--- src/hw/rtl/cc20_pkg.sv ---
// cc20_pkg: shared types, constants and round helpers for the ChaCha20 keystream XOR block
// depends on nothing; imported by every module of the block

package cc20_pkg;

    // number of double rounds per keystream block
    localparam int DOUBLE_ROUNDS = 10;
    localparam int NUM_ROUNDS    = 2 * DOUBLE_ROUNDS;
    localparam int RND_W         = $clog2(NUM_ROUNDS);

    // block constants "expand 32-byte k"
    localparam logic [31:0] SIGMA_0 = 32'h61707865;
    localparam logic [31:0] SIGMA_1 = 32'h3320646e;
    localparam logic [31:0] SIGMA_2 = 32'h79622d32;
    localparam logic [31:0] SIGMA_3 = 32'h6b206574;

    // register reset values (test key and nonce)
    localparam logic [63:0] KEY01_RST   = 64'h0706050403020100;
    localparam logic [63:0] KEY23_RST   = 64'h0f0e0d0c0b0a0908;
    localparam logic [63:0] KEY45_RST   = 64'h1716151413121110;
    localparam logic [63:0] KEY67_RST   = 64'h1f1e1d1c1b1a1918;
    localparam logic [63:0] NONCE01_RST = 64'h4a00000009000000;
    localparam logic [31:0] NONCE2_RST  = 32'h00000000;

    localparam int CFG_IDX_W  = 3;
    localparam int CFG_DATA_W = 64;

    // item kinds
    typedef enum logic [1:0] {
        FN_BUILD = 2'd0,
        FN_ENC   = 2'd1,
        FN_DEC   = 2'd2
    } func_t;

    // configuration register indexes
    typedef enum logic [CFG_IDX_W-1:0] {
        CFG_KEY01   = 3'd0,
        CFG_KEY23   = 3'd1,
        CFG_KEY45   = 3'd2,
        CFG_KEY67   = 3'd3,
        CFG_NONCE01 = 3'd4,
        CFG_NONCE2  = 3'd5
    } cfg_idx_t;

    typedef struct packed {
        logic [1:0]  func;
        logic [63:0] data_chunk;
        logic [2:0]  chunk_index;
        logic [3:0]  byte_count;
        logic        first_chunk;
        logic        last_chunk;
        logic [31:0] counter_in;
    } in_item_t;

    typedef struct packed {
        logic [63:0] data_out;
        logic [31:0] counter_out;
    } out_item_t;

    // controller to datapath
    typedef struct packed {
        logic cap_item;
        logic cnt_load;
        logic cnt_inc;
        logic init_work;
        logic do_round;
        logic do_add;
        logic do_xor;
        logic emit;
    } cc20_cmd_t;

    // datapath to controller
    typedef struct packed {
        logic [1:0] func;
        logic       first_chunk;
        logic       last_chunk;
        logic       round_last;
    } cc20_stat_t;

    typedef logic [31:0] word_t;

    function automatic word_t rotl(input word_t x, input int unsigned n);
        return (x << n) | (x >> (32 - n));
    endfunction

    // one quarter round, result packed as {a, b, c, d}
    function automatic logic [127:0] qround(input word_t a_in, input word_t b_in,
                                            input word_t c_in, input word_t d_in);
        word_t a;
        word_t b;
        word_t c;
        word_t d;
        a = a_in; b = b_in; c = c_in; d = d_in;
        a = a + b; d = rotl(d ^ a, 16);
        c = c + d; b = rotl(b ^ c, 12);
        a = a + b; d = rotl(d ^ a, 8);
        c = c + d; b = rotl(b ^ c, 7);
        return {a, b, c, d};
    endfunction

endpackage

--- src/hw/rtl/cc20_ctrl.sv ---
// cc20_ctrl: sequencing state machine for the ChaCha20 keystream XOR block
// depends on cc20_pkg; drives cc20_dp through the command struct

module cc20_ctrl
    import cc20_pkg::*;
(
    input  logic       aclk,
    input  logic       aresetn,
    input  logic       s_valid,
    output logic       s_ready,
    input  in_item_t   s_data,
    output logic       m_valid,
    input  logic       m_ready,
    input  cc20_stat_t stat,
    output cc20_cmd_t  cmd
);

    typedef enum logic [5:0] {
        ST_IDLE  = 6'b000001,
        ST_INIT  = 6'b000010,
        ST_ROUND = 6'b000100,
        ST_ADD   = 6'b001000,
        ST_XOR   = 6'b010000,
        ST_EMIT  = 6'b100000
    } state_t;

    state_t state_reg, state_next;
    logic   m_valid_reg, m_valid_next;
    logic   accept;
    logic   out_free;

    assign s_ready  = (state_reg == ST_IDLE);
    assign accept   = s_valid && s_ready;
    assign out_free = !m_valid_reg || m_ready;
    assign m_valid  = m_valid_reg;

    // next state and commands
    always_comb begin
        state_next   = state_reg;
        m_valid_next = m_valid_reg && !m_ready;
        cmd          = '0;
        case (state_reg)
            ST_IDLE: begin
                if (accept) begin
                    cmd.cap_item = 1'b1;
                    case (s_data.func)
                        FN_BUILD: state_next = ST_INIT;
                        FN_ENC:   state_next = ST_XOR;
                        FN_DEC: begin
                            if (s_data.first_chunk) begin
                                cmd.cnt_load = 1'b1;
                                state_next   = ST_INIT;
                            end else begin
                                state_next = ST_XOR;
                            end
                        end
                        default:  state_next = ST_EMIT;
                    endcase
                end
            end
            ST_INIT: begin
                cmd.init_work = 1'b1;
                state_next    = ST_ROUND;
            end
            ST_ROUND: begin
                cmd.do_round = 1'b1;
                if (stat.round_last) begin
                    state_next = ST_ADD;
                end
            end
            ST_ADD: begin
                cmd.do_add = 1'b1;
                // decrypt rebuilds before its xor, the others are done
                state_next = (stat.func == FN_DEC) ? ST_XOR : ST_EMIT;
            end
            ST_XOR: begin
                cmd.do_xor = 1'b1;
                if (stat.func == FN_ENC && stat.last_chunk) begin
                    cmd.cnt_inc = 1'b1;
                    state_next  = ST_INIT;
                end else begin
                    state_next = ST_EMIT;
                end
            end
            ST_EMIT: begin
                if (out_free) begin
                    cmd.emit     = 1'b1;
                    m_valid_next = 1'b1;
                    state_next   = ST_IDLE;
                end
            end
            default: state_next = ST_IDLE;
        endcase
    end

    // state and output valid
    always_ff @(posedge aclk) begin
        if (!aresetn) begin
            state_reg   <= ST_IDLE;
            m_valid_reg <= 1'b0;
        end else begin
            state_reg   <= state_next;
            m_valid_reg <= m_valid_next;
        end
    end

endmodule

--- config.mk ---
export PLATFORM = sky130hd
export DESIGN_NAME = cc20_ctrl
export DESIGN_NICKNAME = d
export VERILOG_FILES = /design/src/hw/rtl/cc20_pkg.sv /design/src/hw/rtl/cc20_ctrl.sv
export SDC_FILE = /design/constraint.sdc
export NUM_CORES = 1
export LEC_CHECK = 0
export BUFFER_PORTS_ARGS = -buffer_cell sky130_fd_sc_hd__clkbuf_2
export CAP_MARGIN = 20
export CORE_ASPECT_RATIO = 0.6
export CORE_MARGIN = 10
export CORE_UTILIZATION = 21
export DETAILED_ROUTE_END_ITERATION = 10
export GPL_TIMING_DRIVEN = 0
export HOLD_SLACK_MARGIN = 0.03
export PLACE_DENSITY_LB_ADDON = 0.08
export SLEW_MARGIN = 10
export SYNTH_ARGS = -nofsm -noshare
export SYNTH_HDL_FRONTEND = slang
export SYNTH_SLANG_ARGS = --single-unit
--- constraint.sdc ---
create_clock -name aclk -period 3.4 [get_ports aclk]
set_input_delay 0.51 -clock aclk [delete_from_list [all_inputs] [get_ports aclk]]
set_output_delay 0.51 -clock aclk [all_outputs]
set_load 0.02 [all_outputs]
==> results.md <==
* Status: completed
* Clock sink count at 7
* Met1 Use GR at 0.0828
* Top FF cell, synth: dfxtp_1
* Chip Width at 80.7 um
* Htree depth at 1
* Post-DP HPWL at ~1.2 mm
* Initial DRT Pass Iterations at 4
* Die area at 0.00455 mm^2
* Cell Chain, Critical Path: or4_4, or3b_4, clkinv_4, and2_4, and4_1, clkbuf_2
* CTS Hold Bufs at 0
* VDD IR max at 150 uV
* M2 GR Usage at 0.0792
* Residual DRC at 0
* Sequential element share of the synthesized area at 0.302
* Int Pwr at between 0.2 and 0.25 mW
* Commonest non-fill, non-tap cell in the layout: clkbuf_2
* Max Cap Viol at 0
* Area after DPL at 602 um^2
* Final nets at 196
* Largest delay share family, worst path: simple AND/OR/NAND/NOR gates
* Critical path class: reg2out
* Async SR Flop Fraction at 0
* PwrDens at roughly 520 mW/mm^2
* Share of layout cells above drive strength 1 at 0.367
* Final WL at between 1 and 1.5 mm
* Req. time, crit path at 2.89 ns
* Largest stage delay on the critical path at 0.55 ns
* Max Fclk at 0.383 GHz
* P&R area growth vs syn at 39.4%
* Total Neg Setup Slack at 0 ns
* Final Cycle Share at 0.769
* CTS tree: built
* Cell Area, Synth at 464 um^2
* Longest Clk Path Bufs at 2
* Core area at 0.00213 mm^2
* Unrepaired setup endpoints after global routing: false
* Post-synthesis instance total at 55
* Switch Pwr at 0.112 mW
* Met3 Use GR at 0.0524
* Synth Register Bits at 7
* Max FFs per register at 6
* First-pass GRT wire length at between 2 and 2.5 mm
* Crit path time final at around 2.6 ns
* Area of the multi-input gates at between 200 and 300 um^2
* GRT Overall Usage at 0.0638
* Total Power at 0.334 mW
* Net Sw Frac at 0.335
* Initial antenna violation count at 0
* Hold/Removal Path Class: in2reg
* GRT Max-Usage Layer: met1
* Register Area at about 140 um^2
* Root buf cell: clkbuf_8
* Starting Density at 0.218
* Syn nets at roughly 170
* Crit. End Element: output pin
* Final instance area at 647 um^2
* Setup Skew at 0.00164 ns
* Post-DR vias/cell at around 4.5
* Hold Fails Final Rpt at 0
* Wire length per cell at 13.5 um
* Row cnt at 13
* Post-DRT Antenna Nets at 0
* Clock Latency Late Sink at 0.22 ns
* CP max stage cell: or4_4
* Vias in the first global route at 459
* Mean post-synth cell area at 8.44 um^2
* Gr ovfl total at 0
* Pre-CTS setup slack at 1.03 ns
* Final critical-path setup slack at just under 0.8 ns
* Total vias in the final route at 486
* N_diodes at 0
* Bufs and invs on worst path at 2
* Pin count of the biggest net entering global routing at 7
* PortBufs at 20
* Syn. warnings at 0
* Crit Path Max Fanout at 6
* Most frequent cells in the layout: clkbuf_2 (20), dfxtp_1 (7), inv_1 (5)
* Clk network pwr share at 0.345
* Slew Viols, Final at 0
* Combinational Power Share at 0.357
* I/O Pins at 126
* Count of cell types in the netlist at 34
* Final Setup Violations at 0
* Worst slew pin tran at between 0.7 and 0.8 ns
* Register share of total power at 0.298
* DR iter-0 viols at 31
* Clock slew at reported path FFs at 0.04 ns
* Total CTS buffers at 3
* FILL cells at 234
* Data arrival, critical path at 2.10 ns
* Worst Setup Start Kind: register
* Relative max-transition margin at 0.483
* Post-CTS setup buffer count at 0
* Final core occ at 0.304
* Leak Pwr at 0.286 nW
* Die Ht at 56.4 um
* EDFF count, synth at 0
* Post-CTS sizing at 0
* Gpl congestion at ~0.76
[per-stage QoR]
| step | instances | hold WS (ns) |
|---|---|---|
| global route | 109 | 0.578 |
| CTS | 109 | 0.573 |
| global placement | 105 | 0.631 |
| detailed placement | 105 | 0.625 |
| finish | 109 | 0.572 |
| floorplan | 55 | 0.582 |
[path summary, 6_finish.rpt]
check | start | end | slack (ns) | cells after the start
worst max-delay path | state_reg[2]$_SDFFE_PN0P_ | cmd[6] | 0.79 | 6
worst min-delay path | aresetn | state_reg[2]$_SDFFE_PN0P_ | 0.57 | 2
worst max register to register | state_reg[2]$_SDFFE_PN0P_ | state_reg[0]$_SDFFE_PN1P_ | 1.58 | 5
worst min register to register | state_reg[2]$_SDFFE_PN0P_ | state_reg[3]$_SDFFE_PN0P_ | 0.65 | 2
[cells in the mapped netlist, drive strengths merged (2+ instances only)]
master,number,area (um^2)
dfxtp,7,140
inv,5,18.8
a31oi,3,18.8
nor2b,3,18.8
nand2,2,7.51
nor3,3,15.0
nor3b,3,22.5
nor2,2,7.51
o21ai,2,10.0
or4,2,18.8
nor4,2,12.5
[layer usage]
layer	part of all wire	vias up
li1	-	255
met1	0.49	216
met2	0.40	15
met3	0.11	0
met4	0	0
met5	0	-
[power groups by stage]
stage | Clock, mW | Combinational, mW | Sequential, mW
floorplan | 0 | 0.0879 | 0.0981
global placement | 0 | 0.122 | 0.101
detailed placement | 0 | 0.120 | 0.100
CTS | 0.119 | 0.121 | 0.0990
global route | 0.126 | 0.131 | 0.100
finish | 0.115 | 0.119 | 0.0996
[cell type report]
type | instances | area share
timing repair buffer | 20 | 0.155
clock buffer | 4 | 0.0696
buffer | 1 | 0.0116
multi-input combinational | 41 | 0.447
inverter | 6 | 0.0426
sequential | 7 | 0.217
tap | 30 | 0.0580
[cells by family after synthesis]
logic type,Yosys count,synth area share
AOI/OAI and AO/OA,12,0.197
xor gates and xnor gates,1,0.0189
and+or+nand+nor,27,0.385
muxes,1,0.0216
DFF,7,0.302
buffers and inverters,7,0.0755
Note: power is estimated with default switching activity, not from simulation.
